===== config.mk =====
export PLATFORM = sky130hd
export DESIGN_NAME = sct_cmd_fifo
export DESIGN_NICKNAME = d
export VERILOG_FILES = /design/src/hdl/sct_pkg.sv /design/src/hdl/sct_cmd_fifo.sv
export SDC_FILE = /design/constraint.sdc
export NUM_CORES = 1
export LEC_CHECK = 0
export BUFFER_PORTS_ARGS = -buffer_cell sky130_fd_sc_hd__buf_4
export CAP_MARGIN = 5
export CORE_AREA = 2 2 74 76
export CTS_CLUSTER_DIAMETER = 80
export DETAILED_ROUTE_END_ITERATION = 8
export DIE_AREA = 0 0 76 78
export MAX_ROUTING_LAYER = met4
export PLACE_DENSITY = 0.9
export RECOVER_POWER = 50
export SYNTH_ARGS = -nofsm -noshare
export SYNTH_HDL_FRONTEND = slang
export SYNTH_SLANG_ARGS = --single-unit

===== constraint.sdc =====
create_clock -name clk -period 7.1 [get_ports clk]
set_input_delay 0.71 -clock clk [delete_from_list [all_inputs] [get_ports clk]]
set_output_delay 0.71 -clock clk [all_outputs]
set_load 0.01 [all_outputs]

===== src/hdl/sct_pkg.sv =====
// Shared types, widths and codes for the moving-average crossover trader.
package sct_pkg;

  localparam int PRICE_W        = 32;
  localparam int WLEN_W         = 9;
  localparam int SHARE_W        = 47;
  localparam int CASH_W         = 48;
  localparam int WINDOW_MAX_DEF = 256;

  localparam logic [WLEN_W-1:0]  WLEN_RESET = WLEN_W'(20);
  localparam logic [SHARE_W-1:0] SHARE_MAX  = '1;
  localparam logic [CASH_W-1:0]  CASH_SAT   = '1;

  localparam int CFG_ADDR_W = 4;
  localparam int CFG_DATA_W = 64;

  localparam int IN_TDATA_W    = 32;
  localparam int OUT_DATA_BITS = SHARE_W + 2 * CASH_W;
  localparam int OUT_TDATA_W   = ((OUT_DATA_BITS + 7) / 8) * 8;
  localparam int OUT_TUSER_W   = 3;

  localparam int CMD_Q_AW = 1;

  typedef enum logic [1:0] {
    ACT_WARMUP = 2'd0,
    ACT_NONE   = 2'd1,
    ACT_BUY    = 2'd2,
    ACT_SELL   = 2'd3
  } action_t;

  typedef enum logic {
    REG_WINDOW_LEN = 1'b0,
    REG_INIT_BAL   = 1'b1
  } reg_idx_t;

  typedef enum logic [1:0] {
    F_IDLE,
    F_READ,
    F_DECIDE
  } front_state_t;

  typedef enum logic [2:0] {
    B_IDLE,
    B_DIV,
    B_BUY_FIN,
    B_MUL,
    B_SELL_FIN,
    B_PEAK,
    B_OUT
  } back_state_t;

  typedef struct packed {
    logic [PRICE_W-1:0] price;
    action_t            action;
    logic               liq;
  } cmd_t;

  typedef struct packed {
    logic              clear;
    logic [WLEN_W-1:0] len;
  } win_cfg_t;

  typedef struct packed {
    logic              load;
    logic [CASH_W-1:0] value;
  } bal_cfg_t;

endpackage


===== src/hdl/sct_cmd_fifo.sv =====
// Two-entry command queue between the front end and the trade engine.
module sct_cmd_fifo (
  input  logic          clk,
  input  logic          rst_n,
  input  logic          push,
  input  sct_pkg::cmd_t din,
  output logic          full,
  input  logic          pop,
  output sct_pkg::cmd_t dout,
  output logic          empty
);
  import sct_pkg::*;

  localparam int DEPTH = 1 << CMD_Q_AW;

  cmd_t                mem [DEPTH];
  logic [CMD_Q_AW-1:0] wr_ptr_r, rd_ptr_r;
  logic [CMD_Q_AW:0]   count_r;
  logic                do_push, do_pop;

  assign full    = (count_r == (CMD_Q_AW + 1)'(DEPTH));
  assign empty   = (count_r == '0);
  assign do_push = push & ~full;
  assign do_pop  = pop & ~empty;
  assign dout    = mem[rd_ptr_r];

  always_ff @(posedge clk) begin
    if (!rst_n) begin
      wr_ptr_r <= '0;
      rd_ptr_r <= '0;
      count_r  <= '0;
    end else begin
      if (do_push) begin
        wr_ptr_r <= wr_ptr_r + CMD_Q_AW'(1);
      end
      if (do_pop) begin
        rd_ptr_r <= rd_ptr_r + CMD_Q_AW'(1);
      end
      if (do_push && !do_pop) begin
        count_r <= count_r + (CMD_Q_AW + 1)'(1);
      end else if (do_pop && !do_push) begin
        count_r <= count_r - (CMD_Q_AW + 1)'(1);
      end
    end
  end

  always_ff @(posedge clk) begin
    if (do_push) begin
      mem[wr_ptr_r] <= din;
    end
  end

endmodule


==> reports/qor_table.md <==
| Item | Value |
|---|---|
| Total global routing overflow | 0 |
| TritonCTS sink count | 75 |
| Detailed-router iteration count before antenna repair | 4 |
| Placeable Area | 5040 sq um |
| Worst setup path category | flop to flop |
| Number of flops mapped to enable cells by yosys | 70 |
| Post-CTS sizing | 0 |
| Leakage dissipation | 1.33 nW |
| Setup TNS | 0 ns |
| Number of buffers created by CTS | 9 |
| Post-synthesis register bit count | 75 |
| Multi-input logic area | 517 sq um |
| Most frequent cell after synthesis | sky130_fd_sc_hd__edfxtp_1 |
| Violated checks | capacitance limit, slew limit |
| Gate Count Post-Synth | 134 |
| Startpoint kind of the worst setup timing path | flop |
| Effective utilization at floorplan | 0.547 |
| Achievable Freq | 0.368 GHz |
| Antenna violations before repair | 0 |
| Avg Vias per Cell | 4.98 |
| Vias in the first global route | 1,599 |
| Detail Placement HPWL | 3.00 mm |
| Power Dens Cells | 354 nW/um^2 |
| DRT antenna net count | 0 |
| Number of buffers inserted for hold repair after clock tree synthesis | 0 |
| Worst hold path type | flop to flop |
| DR WL/cell | 15.8 um |
| Required time of the critical path | 7.02 ns |
| Area added between synthesis and finish | 30.3% |
| Critical Path Fanout Max | 35 |
| Post-route minimum period | 2.72 ns |
| Total routing resource utilization after global routing | 0.171 |
| Proportion of register bits with asynchronous set or reset after synthesis | 0 |
| Combined flip-flop and latch cell area | 2200 sq um |
| Unrepaired setup endpoints after global routing | no |
| Die Height | 78 um |
| Total non-filler cell area in the finished layout | 3590 sq um |
| Wire length of the first global-routing pass | 7.38 mm |
| Synth Area per Inst | 20.6 sq um |
| Max-cap viol count | 1 |
| Tcrit/Tclk final | 0.383 |
| Total cell area at the placement stage | 3400 sq um |
| Final Routed Wirelength | 4.62 mm |
| CTS H-tree lvls | 3 |
| Peak VDD IR | 263 uV |
| First-iteration detailed-routing DRC count | 57 |
| Ranking of synthesized cells by instance count | 70 x sky130_fd_sc_hd__edfxtp_1, 35 x sky130_fd_sc_hd__mux2_2, 5 x sky130_fd_sc_hd__dfxtp_1, 3 x sky130_fd_sc_hd__and2_1, 3 x sky130_fd_sc_hd__buf_4 |
| Fraction of post-synthesis cell area in the top cell type by area | 0.762 |
| Met1 Usage GRT | 0.183 |
| Status | complete, but fails checks |
| Latest clock arrival within the worst-skew pair | 0.33 ns |
| Global routing usage on met2 | 0.293 |
| Fin Clk Skew | 0.00592 ns |
| Count of antenna diodes in the layout | 0 |
| Clock tree from TritonCTS | yes |
| Setup violators final | 0 |
| Buffer levels on the longest clock path | 2 |
| Mapped Area | 2760 sq um |
| Clock tree root driver cell | sky130_fd_sc_hd__clkbuf_8 |
| Final hold violation count | 0 |
| Number of inserted filler cells in the final layout | 345 |
| Total Die Area | 5930 sq um |
| Main area contributors after synthesis | sky130_fd_sc_hd__edfxtp_1 76%, sky130_fd_sc_hd__mux2_2 14%, sky130_fd_sc_hd__dfxtp_1 3.6% |
| Yosys top cell by area | sky130_fd_sc_hd__edfxtp_1 |
| Pins Over Slew Limit | 36 |
| Detailed-route via count | 1,458 |
| Worst slew pin tran | 1.99 ns |
| Number of buffers inserted by post-CTS setup repair | 0 |
| Largest net degree at the start of global routing | 36 |
| Die width | 76 um |
| Number of I/O port buffers | 75 |
| Number of I/O pins | 76 |
| Worst EP arrival | 2.64 ns |
| Post-synth net total | 174 |
| Post-route DRC violation count | 0 |
| Core utilization of the finished layout | 0.713 |
| M3 GR Usage | 0.0349 |
| Clock transition time at the flip-flop clock pins of the worst setup and hold paths | 0.08 ns |
| Most used routing layer in global routing | met2 |
| Max transition margin | -0.326 |
| Post-synth top flop | sky130_fd_sc_hd__edfxtp_1 |
| Cell row count | 26 |
| Final net count | 258 |
| Share of post-route cells with drive strength above 1 | 0.561 |
| Worst setup EP type | flop |
| Library cells used by synthesis | 21 |
| GPL Wtd Cong | 0.713 |
| Total of warnings raised by yosys | 0 |
| Sequential element share of the synthesized area | 0.799 |
| Min Hold Slack | 0.527 ns |
[cells by family after synthesis]
| family | count (synthesis) | share of synthesized area |
|---|---|---|
| DFF | 75 | 0.799 |
| muxes | 35 | 0.143 |
| and+or+nand+nor | 9 | 0.0200 |
| buffers and inverters | 6 | 0.0127 |
| AOI/OAI and AO/OA | 5 | 0.0118 |
| xor gates and xnor gates | 3 | 0.00953 |
| adders and majority gates | 1 | 0.00454 |
[sequential cells by signal, summed over array words and instances, names as in the netlist, named ones only]
| name | flops |
|---|---|
| count_r | 2 |
| rd_ptr_r | 1 |
| mem | 70 |
| wr_ptr_r | 1 |
[layout make-up]
class,count,area share
inverters,2,0.00209
repair buffers,77,0.157
clock inverters,7,0.0258
multi-input cells,53,0.144
well taps,70,0.0244
flip-flops and latches,75,0.613
clock buffers,9,0.0345
[final timing paths]
| check | startpoint | endpoint | slack (ns) | cells past startpoint |
|---|---|---|---|---|
| worst min register to register | count_r[1] | count_r[1] | 0.53 | 2 |
| worst min-delay path | count_r[1] | count_r[1] | 0.53 | 2 |
| worst max register to register | count_r[0] | mem[0][7] | 4.38 | 4 |
| worst max-delay path | count_r[0] | mem[0][7] | 4.38 | 4 |
[critical path, cell delays in order (launching register included)]
cell and delay, ns:
sky130_fd_sc_hd__dfxtp_1 0.42, sky130_fd_sc_hd__nand2b_1 0.16, sky130_fd_sc_hd__inv_1 0.07, sky130_fd_sc_hd__nor3_1 0.18
sky130_fd_sc_hd__clkbuf_1 1.45
[layer usage]
metal | wire, um | vias up
met5 | 0 | -
met4 | 131 | 0
met3 | 178 | 13
met2 | 2500 | 43
met1 | 1810 | 716
li1 | - | 686
[stage by stage]
step	power, W	cells	setup WS [ns]
6_report	0.00127	293	4.38
5_1_grt	0.00133	293	4.11
4_1_cts	0.00129	293	4.55
3_5_place_dp	0.000945	277	4.94
3_3_place_gp	0.000936	277	4.97
2_1_floorplan	0.000790	134	4.48
[layout by cell type, fill, tap and decap left out, types with 2 or more instances in the layout]
cell | netlist | layout
sky130_fd_sc_hd__clkbuf_8 | 0 | 9
sky130_fd_sc_hd__edfxtp_1 | 70 | 70
sky130_fd_sc_hd__bufinv_16 | 0 | 2
sky130_fd_sc_hd__clkbuf_1 | 0 | 4
sky130_fd_sc_hd__clkinv_2 | 0 | 2
sky130_fd_sc_hd__buf_4 | 3 | 41
sky130_fd_sc_hd__and2_1 | 3 | 2
sky130_fd_sc_hd__nor2_1 | 2 | 2
sky130_fd_sc_hd__mux2_2 | 35 | 35
sky130_fd_sc_hd__dfxtp_1 | 5 | 5
sky130_fd_sc_hd__inv_1 | 1 | 2
sky130_fd_sc_hd__xnor2_1 | 2 | 2
sky130_fd_sc_hd__o21ai_0 | 1 | 2
sky130_fd_sc_hd__clkbuf_4 | 0 | 32
sky130_fd_sc_hd__clkinvlp_4 | 0 | 3
[where the power goes]
group          switching [W]  leakage [nW]  total (W)  internal (W)
clock network       0.000148         0.101   0.000345      0.000196
registers          0.0000230         0.695   0.000582      0.000559
logic               0.000160         0.538   0.000344      0.000184
Power figures use the tool's default switching activity.
